`src/sv/ckmb_pkg.sv`:
```
// ----------------------------------------------------------------------------
// ckmb_pkg
// Shared widths, register indexes and payload types for the chroma key
// matte and blend pipeline.
// ----------------------------------------------------------------------------
package ckmb_pkg;

  // field and datapath widths
  localparam int CH_W       = 8;
  localparam int GAIN_W     = 20;
  localparam int WEIGHT_W   = 16;
  localparam int ALPHA_W    = 17;
  localparam int WB_W       = WEIGHT_W + CH_W;       // weight * blue
  localparam int DIFF_W     = WB_W + 1;              // signed Q.14 difference
  localparam int PROD_W     = GAIN_W + 1 + DIFF_W - 1 + 1; // signed Q.30 product
  localparam int MIX_W      = ALPHA_W + CH_W;        // one weighted channel
  localparam int FRAC_SHIFT = 14;                    // Q.30 down to Q1.16

  // configuration port
  localparam int CFG_IDX_W  = 4;
  localparam int CFG_DATA_W = 20;

  localparam logic [CFG_IDX_W-1:0] REG_KEY_GAIN    = 4'd0;
  localparam logic [CFG_IDX_W-1:0] REG_BLUE_WEIGHT = 4'd1;

  localparam logic [GAIN_W-1:0]   KEY_GAIN_RST    = 20'd0;
  localparam logic [WEIGHT_W-1:0] BLUE_WEIGHT_RST = 16'd16384;

  // unity alpha in Q1.16
  localparam logic [ALPHA_W-1:0] ALPHA_ONE = 17'h10000;

  // request acceptance to result on out_valid, in clock edges
  localparam int LATENCY = 5;

  // base and overlay pixels travelling alongside the matte
  typedef struct packed {
    logic [CH_W-1:0] base_red;
    logic [CH_W-1:0] base_green;
    logic [CH_W-1:0] base_blue;
    logic [CH_W-1:0] over_red;
    logic [CH_W-1:0] over_green;
    logic [CH_W-1:0] over_blue;
  } pix_t;

endpackage

```
`src/sv/ckmb_matte.sv`:
```
// ----------------------------------------------------------------------------
// ckmb_matte
// Three-stage matte pipeline: weighted difference, gain product, clamp to
// Q1.16. Pixel payload travels alongside with a valid bit per stage.
// ----------------------------------------------------------------------------
module ckmb_matte (
  input  logic                           clk,
  input  logic                           rst_n,
  input  logic                           in_valid,
  input  logic [ckmb_pkg::CH_W-1:0]      key_green,
  input  logic [ckmb_pkg::CH_W-1:0]      key_blue,
  input  ckmb_pkg::pix_t                 in_pix,
  input  logic [ckmb_pkg::GAIN_W-1:0]    key_gain,
  input  logic [ckmb_pkg::WEIGHT_W-1:0]  blue_weight,
  output logic                           out_valid,
  output logic [ckmb_pkg::ALPHA_W-1:0]   out_alpha,
  output ckmb_pkg::pix_t                 out_pix
);
  import ckmb_pkg::*;

  logic                     s1_valid_r, s2_valid_r, s3_valid_r;
  pix_t                     s1_pix_r, s2_pix_r, s3_pix_r;
  logic [WB_W-1:0]          wb;
  logic signed [DIFF_W-1:0] diff_nxt, diff_r;
  logic signed [GAIN_W:0]   gain_s;
  logic signed [PROD_W-1:0] prod_nxt, prod_r;
  logic [FRAC_SHIFT+ALPHA_W-1:0] rem_q30;
  logic [ALPHA_W-1:0]       alpha_nxt, alpha_r;

  // stage 1: G*2^14 - weight*B, exact signed Q.14
  assign wb       = WB_W'(blue_weight) * WB_W'(key_blue);
  assign diff_nxt = $signed({3'b000, key_green, 14'd0}) - $signed({1'b0, wb});

  // stage 2: gain times difference, exact signed Q.30
  assign gain_s   = $signed({1'b0, key_gain});
  assign prod_nxt = gain_s * diff_r;

  // stage 3: alpha = 1 - product, clamped to [0,1], floored to Q1.16
  assign rem_q30 = {1'b1, {(FRAC_SHIFT+ALPHA_W-1){1'b0}}} - {1'b0, prod_r[29:0]};

  always_comb begin
    if (prod_r[PROD_W-1] || (prod_r == '0)) begin
      alpha_nxt = ALPHA_ONE;                      // matte at or above one
    end else if (prod_r[PROD_W-2:30] != '0) begin
      alpha_nxt = '0;                             // matte at or below zero
    end else begin
      alpha_nxt = rem_q30[FRAC_SHIFT+ALPHA_W-1:FRAC_SHIFT];
    end
  end

  // valid bits
  always_ff @(posedge clk) begin
    if (!rst_n) begin
      s1_valid_r <= 1'b0;
      s2_valid_r <= 1'b0;
      s3_valid_r <= 1'b0;
    end else begin
      s1_valid_r <= in_valid;
      s2_valid_r <= s1_valid_r;
      s3_valid_r <= s2_valid_r;
    end
  end

  // payload registers
  always_ff @(posedge clk) begin
    diff_r   <= diff_nxt;
    prod_r   <= prod_nxt;
    alpha_r  <= alpha_nxt;
    s1_pix_r <= in_pix;
    s2_pix_r <= s1_pix_r;
    s3_pix_r <= s2_pix_r;
  end

  assign out_valid = s3_valid_r;
  assign out_alpha = alpha_r;
  assign out_pix   = s3_pix_r;

endmodule

```
`src/sv/ckmb_mix.sv`:
```
// ----------------------------------------------------------------------------
// ckmb_mix
// Two-stage alpha blend: per-channel weighted products, then sum and
// truncate to 8 bits. Alpha rides along to the output register.
// ----------------------------------------------------------------------------
module ckmb_mix (
  input  logic                           clk,
  input  logic                           rst_n,
  input  logic                           in_valid,
  input  logic [ckmb_pkg::ALPHA_W-1:0]   in_alpha,
  input  ckmb_pkg::pix_t                 in_pix,
  output logic                           out_valid,
  output logic [ckmb_pkg::CH_W-1:0]      out_red,
  output logic [ckmb_pkg::CH_W-1:0]      out_green,
  output logic [ckmb_pkg::CH_W-1:0]      out_blue,
  output logic [ckmb_pkg::ALPHA_W-1:0]   out_alpha
);
  import ckmb_pkg::*;

  logic               p_valid_r, o_valid_r;
  logic [ALPHA_W-1:0] inv_alpha;
  logic [ALPHA_W-1:0] p_alpha_r, o_alpha_r;
  logic [MIX_W-1:0]   pb_r_nxt, pb_g_nxt, pb_b_nxt, po_r_nxt, po_g_nxt, po_b_nxt;
  logic [MIX_W-1:0]   pb_r_r, pb_g_r, pb_b_r, po_r_r, po_g_r, po_b_r;
  logic [MIX_W-1:0]   sum_r, sum_g, sum_b;
  logic [CH_W-1:0]    red_r, green_r, blue_r;

  // stage 4: (1-alpha)*base and alpha*over per channel
  assign inv_alpha = ALPHA_ONE - in_alpha;
  assign pb_r_nxt  = MIX_W'(inv_alpha) * MIX_W'(in_pix.base_red);
  assign pb_g_nxt  = MIX_W'(inv_alpha) * MIX_W'(in_pix.base_green);
  assign pb_b_nxt  = MIX_W'(inv_alpha) * MIX_W'(in_pix.base_blue);
  assign po_r_nxt  = MIX_W'(in_alpha) * MIX_W'(in_pix.over_red);
  assign po_g_nxt  = MIX_W'(in_alpha) * MIX_W'(in_pix.over_green);
  assign po_b_nxt  = MIX_W'(in_alpha) * MIX_W'(in_pix.over_blue);

  // stage 5: sum and drop 16 fraction bits; sum stays below 2^24
  assign sum_r = pb_r_r + po_r_r;
  assign sum_g = pb_g_r + po_g_r;
  assign sum_b = pb_b_r + po_b_r;

  // valid bits
  always_ff @(posedge clk) begin
    if (!rst_n) begin
      p_valid_r <= 1'b0;
      o_valid_r <= 1'b0;
    end else begin
      p_valid_r <= in_valid;
      o_valid_r <= p_valid_r;
    end
  end

  // payload registers
  always_ff @(posedge clk) begin
    pb_r_r    <= pb_r_nxt;
    pb_g_r    <= pb_g_nxt;
    pb_b_r    <= pb_b_nxt;
    po_r_r    <= po_r_nxt;
    po_g_r    <= po_g_nxt;
    po_b_r    <= po_b_nxt;
    p_alpha_r <= in_alpha;
    red_r     <= sum_r[23:16];
    green_r   <= sum_g[23:16];
    blue_r    <= sum_b[23:16];
    o_alpha_r <= p_alpha_r;
  end

  assign out_valid = o_valid_r;
  assign out_red   = red_r;
  assign out_green = green_r;
  assign out_blue  = blue_r;
  assign out_alpha = o_alpha_r;

endmodule

```
`src/sv/chroma_key_matte_blend.sv`:
```
// Pipeline: a request accepted at a clock edge passes through five register stages and
// gives its result on out_* with out_valid high for a single cycle.
// Throughput: one pixel per clock; busy stays low once out of reset.
// Reset: synchronous active-low rst_n clears all stage valid bits, sets
// key_gain to 0 and blue_weight to 1.0, and holds busy high while asserted.
// ----------------------------------------------------------------------------
// chroma_key_matte_blend
// Blue-screen matte from key green and blue, then per-channel alpha blend
// of a base pixel with an overlay pixel.
// ----------------------------------------------------------------------------
module chroma_key_matte_blend (
  input  logic                             clk,
  input  logic                             rst_n,
  // request channel
  input  logic                             start,
  output logic                             busy,
  input  logic [ckmb_pkg::CH_W-1:0]        in_key_green,
  input  logic [ckmb_pkg::CH_W-1:0]        in_key_blue,
  input  logic [ckmb_pkg::CH_W-1:0]        in_base_red,
  input  logic [ckmb_pkg::CH_W-1:0]        in_base_green,
  input  logic [ckmb_pkg::CH_W-1:0]        in_base_blue,
  input  logic [ckmb_pkg::CH_W-1:0]        in_over_red,
  input  logic [ckmb_pkg::CH_W-1:0]        in_over_green,
  input  logic [ckmb_pkg::CH_W-1:0]        in_over_blue,
  // result channel
  output logic                             out_valid,
  output logic [ckmb_pkg::CH_W-1:0]        out_red,
  output logic [ckmb_pkg::CH_W-1:0]        out_green,
  output logic [ckmb_pkg::CH_W-1:0]        out_blue,
  output logic [ckmb_pkg::ALPHA_W-1:0]     out_alpha_out,
  // configuration
  input  logic                             cfg_valid,
  output logic                             cfg_ready,
  input  logic [ckmb_pkg::CFG_IDX_W-1:0]   cfg_index,
  input  logic [ckmb_pkg::CFG_DATA_W-1:0]  cfg_data
);
  import ckmb_pkg::*;

  logic                busy_r;
  logic                in_acc;
  logic [GAIN_W-1:0]   key_gain_r;
  logic [WEIGHT_W-1:0] blue_weight_r;
  pix_t                in_pix;
  logic                m_valid;
  logic [ALPHA_W-1:0]  m_alpha;
  pix_t                m_pix;

  // busy only while in reset
  always_ff @(posedge clk) begin
    if (!rst_n) begin
      busy_r <= 1'b1;
    end else begin
      busy_r <= 1'b0;
    end
  end

  assign busy      = busy_r;
  assign in_acc    = start & ~busy_r;
  assign cfg_ready = 1'b1;

  // configuration registers; unknown indexes are ignored
  always_ff @(posedge clk) begin
    if (!rst_n) begin
      key_gain_r    <= KEY_GAIN_RST;
      blue_weight_r <= BLUE_WEIGHT_RST;
    end else if (cfg_valid) begin
      unique case (cfg_index)
        REG_KEY_GAIN:    key_gain_r    <= cfg_data[GAIN_W-1:0];
        REG_BLUE_WEIGHT: blue_weight_r <= cfg_data[WEIGHT_W-1:0];
        default: ;
      endcase
    end
  end

  assign in_pix = '{base_red:   in_base_red,
                    base_green: in_base_green,
                    base_blue:  in_base_blue,
                    over_red:   in_over_red,
                    over_green: in_over_green,
                    over_blue:  in_over_blue};

  // matte stages
  ckmb_matte u_matte (
    .clk         (clk),
    .rst_n       (rst_n),
    .in_valid    (in_acc),
    .key_green   (in_key_green),
    .key_blue    (in_key_blue),
    .in_pix      (in_pix),
    .key_gain    (key_gain_r),
    .blue_weight (blue_weight_r),
    .out_valid   (m_valid),
    .out_alpha   (m_alpha),
    .out_pix     (m_pix)
  );

  // blend stages
  ckmb_mix u_mix (
    .clk       (clk),
    .rst_n     (rst_n),
    .in_valid  (m_valid),
    .in_alpha  (m_alpha),
    .in_pix    (m_pix),
    .out_valid (out_valid),
    .out_red   (out_red),
    .out_green (out_green),
    .out_blue  (out_blue),
    .out_alpha (out_alpha_out)
  );

`ifndef SYNTHESIS
  // every accepted request comes out after the fixed latency
  a_latency: assert property (@(posedge clk) disable iff (!rst_n)
    $past(in_acc, LATENCY) |-> out_valid)
    else $error("accepted request did not produce a result");

  // matte never exceeds one
  a_alpha_range: assert property (@(posedge clk) disable iff (!rst_n)
    out_valid |-> (out_alpha_out <= ALPHA_ONE))
    else $error("alpha above one");

  // zero matte passes the base pixel straight through
  a_zero_alpha: assert property (@(posedge clk) disable iff (!rst_n)
    (out_valid && (out_alpha_out == '0) && $past(in_acc, LATENCY)) |->
      (out_red == $past(in_base_red, LATENCY)) &&
      (out_green == $past(in_base_green, LATENCY)) &&
      (out_blue == $past(in_base_blue, LATENCY)))
    else $error("zero alpha did not return the base pixel");

  // unity matte passes the overlay pixel straight through
  a_one_alpha: assert property (@(posedge clk) disable iff (!rst_n)
    (out_valid && (out_alpha_out == ALPHA_ONE) && $past(in_acc, LATENCY)) |->
      (out_red == $past(in_over_red, LATENCY)) &&
      (out_green == $past(in_over_green, LATENCY)) &&
      (out_blue == $past(in_over_blue, LATENCY)))
    else $error("unity alpha did not return the overlay pixel");
`endif

endmodule
```
`config.mk`:
```
export PLATFORM = sky130hd
export DESIGN_NAME = chroma_key_matte_blend
export DESIGN_NICKNAME = d
export VERILOG_FILES = /design/src/sv/ckmb_pkg.sv /design/src/sv/ckmb_matte.sv /design/src/sv/ckmb_mix.sv /design/src/sv/chroma_key_matte_blend.sv
export SDC_FILE = /design/constraint.sdc
export NUM_CORES = 2
export LEC_CHECK = 0
export BUFFER_PORTS_ARGS = -buffer_cell sky130_fd_sc_hd__buf_2
export CORE_MARGIN = 2
export CORE_UTILIZATION = 45
export DETAILED_ROUTE_END_ITERATION = 10
export GPL_ROUTABILITY_DRIVEN = 0
export GPL_TIMING_DRIVEN = 0
export PLACE_DENSITY = 0.66
export SYNTH_ARGS = -nofsm -noshare
export SYNTH_HDL_FRONTEND = slang
export SYNTH_SLANG_ARGS = --single-unit
```
`constraint.sdc`:
```
create_clock -name clk -period 18.15 [get_ports clk]
set_clock_uncertainty 0.1 [all_clocks]
set_input_delay 2.7225 -clock clk [delete_from_list [all_inputs] [get_ports clk]]
set_output_delay 2.7225 -clock clk [all_outputs]
set_load 0.02 [all_outputs]
```
==> impl_metrics.toml <==
[worst_setup_path]
start_kind = "flip-flop"
worst-endpoint-required_ns = 18.59
critical-path-top-cell-by-count = "sky130_fd_sc_hd__fa_1"
critPathMaxFanout = 10
timing.reg2reg.setup_slack_ns = 9.02
criticalPathCategory = "reg -> reg"
slowest_stage = "sky130_fd_sc_hd__a31oi_1"
type_of_destination_of_the_critical_path = "flip-flop"
worstPathArrival_ns = 9.57
worst_path_largest_cell_delay_ns = 0.80
path_cells = "clkbuf_1 -> nand2_1 -> fa_1 -> fa_1 -> inv_1 -> fa_1 -> inv_1 -> fa_1 -> inv_1 -> fa_1 -> fa_1 -> inv_1 -> fa_1 -> inv_1 -> ha_1 -> nand4_1 -> a31oi_1 -> o21ai_0 -> a311oi_1 -> o41ai_1 -> o211ai_1 -> o221a_2 -> xnor2_1"

[global_route]
grt_start_max_net_pins = 19
grt-ovfl-total = 0
met1_global_route_usage_pct = 29.69
globalRoute.busiestLayer = "met2"
groute.layer.met2.usage_pct = 40.58
first_global_vias = 44970
antenna_found_initial = 11
grt_first_pass_wirelength_mm = 245.9
grtUsageMet3_pct = 2.989
global_route.usage.total_pct = 23.42

[synthesis]
async_flop_share_pct = 0
synth-seq-area-share_pct = 16.16
mapped_nets = 7933
synthCells = 6203
synth.cell_area_um2 = 58980
ys_types = 76
synth_area_per_cell_um2 = 9.508
yosys_warnings = 0
ys_ff_latch = 476
synth_enable_flop_cells = 0
yosys_most_used_dff = "sky130_fd_sc_hd__dfxtp_1"

[clocking]
max-clock-path-buffers = 3
cts_tree = "built"
cts_num_sinks = 476
post_cts.repair.setup_buffers = 0
worst_setup_hold_path_clk_slew_ns = 0.07
cts.htree.levels = 2
quantity_of_hold_fixing_buffers_added_after_cts = 0
clock_insertion_delay_worst_skew_ns = 0.69
root_buffer = "sky130_fd_sc_hd__clkbuf_16"
numCtsBuffers = 56
post_cts_resize_count = 0

[timing]
postLayoutSetupSlackWorst_ns = 9.016
final-setup-viol-count = 0
worst_pin_slew_ns = 1.121
setup_repair_after_global_routing_missed_its_margin = "false"
min_period_ns = 9.134
timing.max_slew.rel_slack_pct = 25.29
hold_viol_final = 0
achievable-frequency_mhz = 109.5
drv_slew = 0
ratio_of_final_minimum_period_to_clock_period_pct = 50.32
setup_total_negative_slack_ns = 0

[layout]
drive_above_1_share_pct = 4.175
commonest_cells_after_routing_fill_and_taps_aside = "1135 x sky130_fd_sc_hd__fa_1, 1114 x sky130_fd_sc_hd__inv_1, 810 x sky130_fd_sc_hd__nand2_1, 781 x sky130_fd_sc_hd__and2_1, 503 x sky130_fd_sc_hd__ha_1"
area_growth_syn_to_layout_pct = 8.299
nNetsFinal = 8125
final_common_cell = "sky130_fd_sc_hd__fa_1"

[routing]
vias = 42200
route.detailed.vias_per_inst = 5.154
detailedRoute.firstPassIterationCount = 6
wl_mm = 153.0
drt.antenna.violating_nets = 0
post-route-drc-count = 0
detailed_route_wire_length_per_cell_um = 18.68
detail_route.iter0.violations = 2677

[die]
floorplan.die_area_um2 = 134000
die_h_um = 366.0
core_region_area_um2 = 129800
num_ports = 136
initial_utilization_pct = 45.43
die_width_um = 366.0
row_count = 132

[place]
placement.io_buffers = 134
detailedPlace.worstSlack_ns = 9.096
placed_wire_length_estimate_mm = 126.8

[status]
run_status = "complete, no violations"

[flow_run]
timing.max_cap.violations = 0

[worst_hold_path]
type_of_the_most_critical_hold_path = "reg -> reg"
final timing paths:
kind	start	endpoint	depth (start not counted)
max reg2reg	key_gain_r[6]$_SDFFE_PN0P_	u_matte.prod_r[45]$_DFF_P_	23
min	u_matte.s2_pix_r[29]$_DFF_P_	u_matte.out_pix[29]$_DFF_P_	0
max	key_gain_r[6]$_SDFFE_PN0P_	u_matte.prod_r[45]$_DFF_P_	23
min reg2reg	u_matte.s2_pix_r[29]$_DFF_P_	u_matte.out_pix[29]$_DFF_P_	0
cells in the mapped netlist, drive strengths merged (15+ instances only):
master	instances	area (µm²)
mux2i	18	180.2
a21o	61	457.9
fa	1135	22720
and3	27	168.9
nor2b	25	156.4
dfxtp	476	9529
nor4	19	146.4
xor2	48	427.9
clkbuf	251	942.2
a211oi	18	135.1
nand2b	18	112.6
nand3	40	200.2
o21ai	87	435.4
nor3	62	310.3
inv	1115	4185
o21a	27	202.7
and2	781	4886
nand2	811	3047
a21oi	150	750.7
or3	21	131.4
xnor2	177	1569
o211ai	15	112.6
nor2	145	544.3
buf	15	68.81
ha	503	6294
registers in the layout, indices dropped and copies added, names as in the netlist, 16 cells and up:
register / count
u_matte.out_pix: 48
u_matte.s1_pix_r: 48
u_matte.s2_pix_r: 48
u_matte.prod_r: 46
u_matte.diff_r: 25
u_mix.pb_b_r: 24
u_mix.pb_g_r: 24
u_mix.pb_r_r: 24
u_mix.po_b_r: 24
u_mix.po_g_r: 24
u_mix.po_r_r: 24
key_gain_r: 20
u_matte.out_alpha: 17
u_mix.out_alpha: 17
u_mix.p_alpha_r: 17
blue_weight_r: 16
kinds of logic (layout without fill, tap and decap cells):
logic type,after synthesis,count (layout),synth area share (%)
AO/OA/AOI/OAI,469,469,5.113
XOR/XNOR,225,225,3.386
adder cells (fa/ha/maj),1638,1638,49.20
buffers and inverters,1381,1621,8.811
flip-flops,476,476,16.16
multiplexers,18,18,0.3055
other,1,4,0.006358
AND/OR/NAND/NOR,1995,1995,17.02
critical path: cells and delay by family (launching register included):
family / cells / cell delay, ns
adder cells (fa/ha/maj): 8 / 3.94
AO/OA/AOI/OAI: 6 / 2.73
buffers and inverters: 6 / 0.91
flip-flops: 1 / 0.60
AND/OR/NAND/NOR: 2 / 0.47
XOR/XNOR: 1 / 0.21
through the flow:
stage | cells | utilization, % | hold WS [ns] | cell area, µm²
global route | 8186 | 49.20 | 0.2171 | 63870
CTS | 8185 | 49.20 | 0.2112 | 63860
finish | 8188 | 49.20 | 0.2109 | 63870
floorplan | 6203 | - | 0.2096 | 58980
detailed placement | 8079 | 47.63 | 0.2121 | 61830
global placement | 8079 | 47.63 | 0.2100 | 61830
routing by layer:
layer	vias to the layer above	share of wire [%]	routed length, µm
met5	-	0.015	23
met4	4	4.3	6613
met3	304	5.7	8743
met2	1350	49	75020
met1	21370	41	62560
li1	19170	-	-
cell type report:
class | count | area [µm²]
repair buffers | 134 | 670.6
fillers | 12200 | 65940
plain buffers | 266 | 1011
well taps | 1742 | 2180
multi-input cells | 4346 | 44250
diodes | 3 | 7.507
clock buffers | 71 | 1558
flip-flops and latches | 476 | 9529
inverters | 1115 | 4185
clock inverters | 35 | 479.2
Power is not shown: default switching activity piles up to over one toggle a cycle in this logic, so the estimate is an artifact.
